==> src/design/hsfc_pkg.sv <==
// Package with shared constants and the request word type for the half/single converter.
`timescale 1ns / 1ps

package hsfc_pkg;

   localparam logic FUNC_NARROW = 1'b0;
   localparam logic FUNC_WIDEN  = 1'b1;

   localparam logic [15:0] HALF_INF  = 16'h7C00;
   localparam logic [15:0] HALF_QNAN = 16'h7E00;
   localparam logic [7:0]  SINGLE_EXP_MAX = 8'hFF;
   localparam logic [7:0]  SINGLE_BIAS = 8'd127;
   localparam logic [7:0]  HALF_BIAS = 8'd15;

   typedef struct packed {
      logic        func;
      logic [31:0] value;
   } req_word_type;

endpackage

==> src/design/hsfc_convert.sv <==
// Combinational conversion of one word in either direction.
`timescale 1ns / 1ps

module hsfc_convert (
   input  logic                 func,
   input  logic [31:0]          value,
   output logic [31:0]          result
);

   logic        s_sign;
   logic [7:0]  s_exp;
   logic [22:0] s_man;
   logic [23:0] s_full;
   logic [23:0] s_shifted;
   logic [3:0]  s_sh;
   logic [15:0] narrow_w;

   logic        h_sign;
   logic [4:0]  h_exp;
   logic [9:0]  h_man;
   logic [3:0]  h_top;
   logic [9:0]  h_norm;
   logic [31:0] widen_w;

   always_comb begin
      s_sign = value[31];
      s_exp = value[30:23];
      s_man = value[22:0];
      s_full = {1'b1, s_man};
      // Denormal shift is 1..10 for biased exponents 103..112.
      s_sh = 4'(8'd113 - s_exp);
      s_shifted = s_full >> s_sh;
      if (s_exp == hsfc_pkg::SINGLE_EXP_MAX) begin
         narrow_w = {s_sign, (s_man == 23'd0) ? hsfc_pkg::HALF_INF[14:0]
                                             : hsfc_pkg::HALF_QNAN[14:0]};
      end else if (s_exp < 8'd103) begin
         narrow_w = {s_sign, 15'd0};
      end else if (s_exp < 8'd113) begin
         narrow_w = {s_sign, 5'd0, s_shifted[22:13]};
      end else if (s_exp > 8'd142) begin
         narrow_w = {s_sign, hsfc_pkg::HALF_INF[14:0]};
      end else begin
         narrow_w = {s_sign, 5'(s_exp - hsfc_pkg::SINGLE_BIAS + hsfc_pkg::HALF_BIAS),
                     s_man[22:13]};
      end
   end

   always_comb begin
      h_sign = value[15];
      h_exp = value[14:10];
      h_man = value[9:0];
      h_top = 4'd0;
      for (int i = 0; i < 10; i++) begin
         if (h_man[i]) h_top = 4'(i);
      end
      h_norm = h_man << (4'd10 - h_top);
      if (h_exp == 5'd0) begin
         if (h_man == 10'd0) widen_w = {h_sign, 31'd0};
         else widen_w = {h_sign, 8'(h_top) + 8'd103, h_norm, 13'd0};
      end else if (h_exp == 5'd31) begin
         widen_w = {h_sign, hsfc_pkg::SINGLE_EXP_MAX, h_man, 13'd0};
      end else begin
         widen_w = {h_sign, 8'(h_exp) + 8'd112, h_man, 13'd0};
      end
   end

   assign result = (func == hsfc_pkg::FUNC_WIDEN) ? widen_w : {16'd0, narrow_w};

endmodule

==> src/design/half_single_float_converter_core.sv <==
// Top level of the half/single float bit-pattern converter.
`timescale 1ns / 1ps
// Usage:
//   Raise start with req_func and req_value; the word is taken at the edge
//   where start is high and busy is low. busy is always low, so a word may
//   be offered in every cycle.
//   req_func 0 narrows a single to a half (truncating), 1 widens a half to a
//   single exactly.
//   The word is registered, converted by one level of combinational logic,
//   and registered again: rsp_valid pulses for one cycle with rsp_result
//   from the edge after the accepting edge, and the result is taken at the
//   edge that ends that pulse. Throughput is one word per cycle, set by the
//   single conversion stage between the two registers.
//   The receiver cannot stall; each result is shown for exactly one cycle.
//   Reset clears both valid flags; words in flight are dropped.
module half_single_float_converter_core (
   input  logic        clock,
   input  logic        reset,
   input  logic        start,
   output logic        busy,
   input  logic        req_func,
   input  logic [31:0] req_value,
   output logic        rsp_valid,
   output logic [31:0] rsp_result
);

   hsfc_pkg::req_word_type req_ff;
   hsfc_pkg::req_word_type req_in;
   logic        req_valid_ff;
   logic        req_valid_in;
   logic        rsp_valid_ff;
   logic        rsp_valid_in;
   logic [31:0] rsp_result_ff;
   logic [31:0] rsp_result_in;

   assign busy = 1'b0;
   assign req_valid_in = start & ~busy;
   assign req_in = '{func: req_func, value: req_value};
   assign rsp_valid_in = req_valid_ff;

   hsfc_convert u_convert (
      .func   (req_ff.func),
      .value  (req_ff.value),
      .result (rsp_result_in)
   );

   always_ff @(posedge clock) begin
      if (reset) begin
         req_valid_ff <= 1'b0;
         rsp_valid_ff <= 1'b0;
      end else begin
         req_valid_ff <= req_valid_in;
         rsp_valid_ff <= rsp_valid_in;
      end
   end

   always_ff @(posedge clock) begin
      req_ff <= req_in;
      rsp_result_ff <= rsp_result_in;
   end

   assign rsp_valid = rsp_valid_ff;
   assign rsp_result = rsp_result_ff;

endmodule
==> config.mk <==
export PLATFORM = sky130hd
export DESIGN_NAME = half_single_float_converter_core
export DESIGN_NICKNAME = d
export VERILOG_FILES = /design/src/design/hsfc_pkg.sv /design/src/design/hsfc_convert.sv /design/src/design/half_single_float_converter_core.sv
export SDC_FILE = /design/constraint.sdc
export NUM_CORES = 1
export LEC_CHECK = 0
export BUFFER_PORTS_ARGS = -buffer_cell sky130_fd_sc_hd__buf_4
export CAP_MARGIN = 20
export CORE_UTILIZATION = 52
export CTS_CLUSTER_SIZE = 16
export DETAILED_ROUTE_END_ITERATION = 12
export GPL_ROUTABILITY_DRIVEN = 0
export GPL_TIMING_DRIVEN = 0
export PLACE_DENSITY = 0.78
export SYNTH_ARGS = -nofsm -noshare
export SYNTH_HDL_FRONTEND = slang
export SYNTH_SLANG_ARGS = --single-unit
==> constraint.sdc <==
create_clock -name clock -period 3.7 [get_ports clock]
set_clock_uncertainty 0.1 [all_clocks]
set_input_delay 0.74 -clock clock [delete_from_list [all_inputs] [get_ports clock]]
set_output_delay 0.74 -clock clock [all_outputs]
set_load 0.005 [all_outputs]
==> flow_summary_export.csv <==
group,metric,value,unit
timing,hold_slack,0.342,ns
timing,unrepaired_setup_endpoints_after_global_routing,"no",
timing,timing.setup.tns,0,ns
cells_and_area,fill_cells,435,
hold_path,min_path_type,"reg -> reg",
global_route,maximum_number_of_pins_on_one_net_before_global_route_repair,11,
cts,clock_latency,0.34,ns
global_route,globalRouteTotalUtil,25.6,%
job,drv_cap,0,
route,remaining_drc_errors,0,
power,ir_drop,292,uV
route,drt_first_pass_iters,5,
timing,timing_max_transition_violations_final,0,
power,p_sw,0.403,mW
cts,cts_buffer_depth,2,
global_route,antenna_found_initial,0,
die,pin_count,70,
cts,cts-buffers-inserted,9,
run_status,status,"completed",
timing,setup_violating_endpoint_count_in_the_final_report,0,
logic_synthesis,synth_largest_area_cell,"sky130_fd_sc_hd__dfxtp_1",
die,core_area,5140,um^2
route,antenna_left,0,
logic_synthesis,yosysUniqueCellTypes,55,
logic_synthesis,synth.yosys.warnings,0,
cts,cts.sinks,66,
placement,hpwlAfterDp,4.75,mm
timing,final_hold_viol_count,0,
route,drt_iter0_markers,301,
power,power_density,449,nW/um^2
worst_setup_path,worstSetupStartpointType,"flop",
logic_synthesis,yosys_most_used_dff,"sky130_fd_sc_hd__dfxtp_1",
cells_and_area,multi_input_area,1360,um^2
timing,fmaxAchievable,301,MHz
power,p_clk_share,36.4,%
power,p_leak,1.57,nW
cells_and_area,layout.nets,420,
cts,cts_root_buf,"sky130_fd_sc_hd__clkbuf_8",
cells_and_area,antenna_cells,0,
global_route,grt_pass1_wl,10.7,mm
power,share_of_total_power_in_combinational_logic,15.2,%
cts,post-cts-setup-buffer-count,0,
cts,cts-resized-gates,0,
power,totalPowerFinal,1.61,mW
timing,final_min_period_over_clock_period,89.8,%
worst_setup_path,crit_path_max_fanout,10,
route,dr_total_vias,2547,
die,fp.dieH,75.4,um
logic_synthesis,synthesis.nets,341,
cts,tritoncts,"done",
timing,setup_ws,0.376,ns
logic_synthesis,synth.ff_latch_count,66,
logic_synthesis,count_of_flip_flops_with_a_built_in_enable_after_synthesis,0,
logic_synthesis,synth.avg_cell_area,9.31,um^2
worst_setup_path,critical_path_rt,3.84,ns
route,wl_per_cell,14.6,um
global_route,first_global_vias,2310,
power,swShare,24.9,%
placement,io_buffer_count,68,
worst_setup_path,cp_data_arrival_time,3.46,ns
cts,htreeDepth,3,
logic_synthesis,synth_cells,301,
worst_setup_path,startpoint_to_endpoint_class_of_the_critical_path,"reg -> reg",
cts,clk_transition_reported_paths,0.07,ns
placement,preCtsSetupSlack,0.489,ns
logic_synthesis,share_of_the_synthesized_area_in_the_top_cell_type,47.1,%
die,die_footprint,5690,um^2
logic_synthesis,post_synth_instance_area,2800,um^2
worst_setup_path,type_of_destination_of_the_critical_path,"flop",
cells_and_area,utilization_after_layout,69.9,%
power,internal_power,1.21,mW
timing,worst_slew_margin_relative_to_its_limit,23.8,%
cells_and_area,area.sequential,1320,um^2
cells_and_area,area_growth,28.2,%
die,die_width,75.4,um
power,seqPwrFrac,48.4,%
logic_synthesis,synth_seq_area_share,47.1,%
die,initial_utilization,54.5,%
route,avgViaCountPerCell,5.62,
logic_synthesis,synth_area_leaders,"sky130_fd_sc_hd__dfxtp_1, sky130_fd_sc_hd__mux2i_1, sky130_fd_sc_hd__nor2_1",
die,fp-row-count,26,
global_route,overflow,0,
timing,timing_worst_slew_pin_value,1.13,ns
timing,fin_crit,3.32,ns
cts,hold_buffers,0,
cells_and_area,drive_above_1_share,25.6,%
route,finalWirelength,6.61,mm
logic_synthesis,asyncSetResetFlopFracSynth,0,%
power by group through the flow:
stage / clock, mW / combinational, mW / sequential (mW)
finish: 0.588 / 0.245 / 0.782
global route: 0.635 / 0.268 / 0.787
CTS: 0.593 / 0.241 / 0.781
detailed placement: 0 / 0.239 / 0.797
global placement: 0 / 0.236 / 0.795
floorplan: 0 / 0.147 / 0.791
stage by stage:
stage / std cells / area, um^2
4_1_cts: 453 / 3590
3_5_place_dp: 439 / 3400
3_3_place_gp: 439 / 3400
6_report: 453 / 3590
5_1_grt: 453 / 3590
2_1_floorplan: 301 / 2800
metal layers:
| layer | global-route usage [%] | share of wire [%] | vias up |
|---|---|---|---|
| met3 | 7.28 | 7.7 | 21 |
| met4 | 12.1 | 2.4 | 0 |
| met5 | 0 | 0 | - |
| li1 | - | - | 1233 |
| met2 | 42.0 | 50 | 129 |
| met1 | 31.1 | 40 | 1164 |
cells in the mapped netlist, drive strengths merged, types with 4 or more instances:
cell type and instances:
nor2 30, dfxtp 66, nor2b 11, a31oi 4
buf 6, clkbuf 11, ha 4, nor3 7
mux4 4, nand3 15, inv 11, a21oi 19
o21a 4, a211oi 5, o21ai 12, nor4 4
nand2 22, a22oi 8, and2 4, mux2i 14
and3 4
final cells by class:
cell class,count,area share (%)
Multi-Input combinational cell,207,37.8
Sequential cell,66,36.8
Clock inverter,2,1.04
Inverter,11,1.15
Clock buffer,12,4.32
Timing Repair Buffer,68,14.2
Tap cell,70,2.44
Buffer,17,2.23
critical path, cell delays in order (launching register included):
cell,delay (ns)
sky130_fd_sc_hd__dfxtp_1,0.32
sky130_fd_sc_hd__clkbuf_1,0.34
sky130_fd_sc_hd__nor3b_1,0.10
sky130_fd_sc_hd__nor3_1,0.44
sky130_fd_sc_hd__o21a_1,0.35
sky130_fd_sc_hd__ha_1,0.18
sky130_fd_sc_hd__clkbuf_1,0.41
sky130_fd_sc_hd__inv_1,0.28
sky130_fd_sc_hd__nor2_1,0.34
sky130_fd_sc_hd__a21oi_1,0.11
sky130_fd_sc_hd__o31ai_1,0.27
logic make-up after synthesis:
group / count (synthesis) / synth area share [%]
buf+inv: 28 / 4.33
other cells: 1 / 0.134
compound gates: 72 / 17.4
flops: 66 / 47.1
fa+ha+maj: 4 / 1.79
mux: 19 / 8.62
xor+xnor: 3 / 0.938
simple gates: 108 / 19.6
state kept, by name (all words and copies together) (netlist names):
| name | count |
|---|---|
| rsp_valid | 1 |
| req_ff | 33 |
| req_valid_ff | 1 |
| rsp_result | 31 |
cells in the final DEF, fill, tap and decap left out, types with 3 or more instances in the layout:
master | synthesis | routed
sky130_fd_sc_hd__clkbuf_8 | 0 | 11
sky130_fd_sc_hd__a22oi_1 | 5 | 5
sky130_fd_sc_hd__and2_1 | 4 | 4
sky130_fd_sc_hd__inv_1 | 10 | 10
sky130_fd_sc_hd__buf_4 | 2 | 70
sky130_fd_sc_hd__mux4_2 | 4 | 4
sky130_fd_sc_hd__a22oi_2 | 3 | 3
sky130_fd_sc_hd__nor2b_1 | 11 | 11
sky130_fd_sc_hd__o22ai_1 | 3 | 3
sky130_fd_sc_hd__a21oi_1 | 19 | 19
sky130_fd_sc_hd__and3_1 | 4 | 4
sky130_fd_sc_hd__nand4_1 | 3 | 3
sky130_fd_sc_hd__nand3_1 | 15 | 15
sky130_fd_sc_hd__nor2_1 | 29 | 29
sky130_fd_sc_hd__ha_1 | 4 | 4
sky130_fd_sc_hd__nand2_1 | 22 | 22
sky130_fd_sc_hd__clkbuf_1 | 11 | 12
sky130_fd_sc_hd__a211oi_1 | 5 | 5
sky130_fd_sc_hd__a31oi_1 | 4 | 4
sky130_fd_sc_hd__o21a_1 | 4 | 4
sky130_fd_sc_hd__nor4_1 | 4 | 4
sky130_fd_sc_hd__dfxtp_1 | 66 | 66
sky130_fd_sc_hd__o21ai_0 | 10 | 10
sky130_fd_sc_hd__nor3_1 | 7 | 7
sky130_fd_sc_hd__mux2i_1 | 14 | 14
path summary, 6_finish.rpt:
| path | from | endpoint | slack, ns | cells past startpoint |
|---|---|---|---|---|
| setup / recovery | req_ff[6] | rsp_result[22] | 0.38 | 10 |
| hold / removal | req_valid_ff | rsp_valid | 0.34 | 1 |
| setup reg to reg | req_ff[6] | rsp_result[22] | 0.38 | 10 |
| hold reg to reg | req_valid_ff | rsp_valid | 0.34 | 1 |
Note: power is estimated with default switching activity, not from simulation.
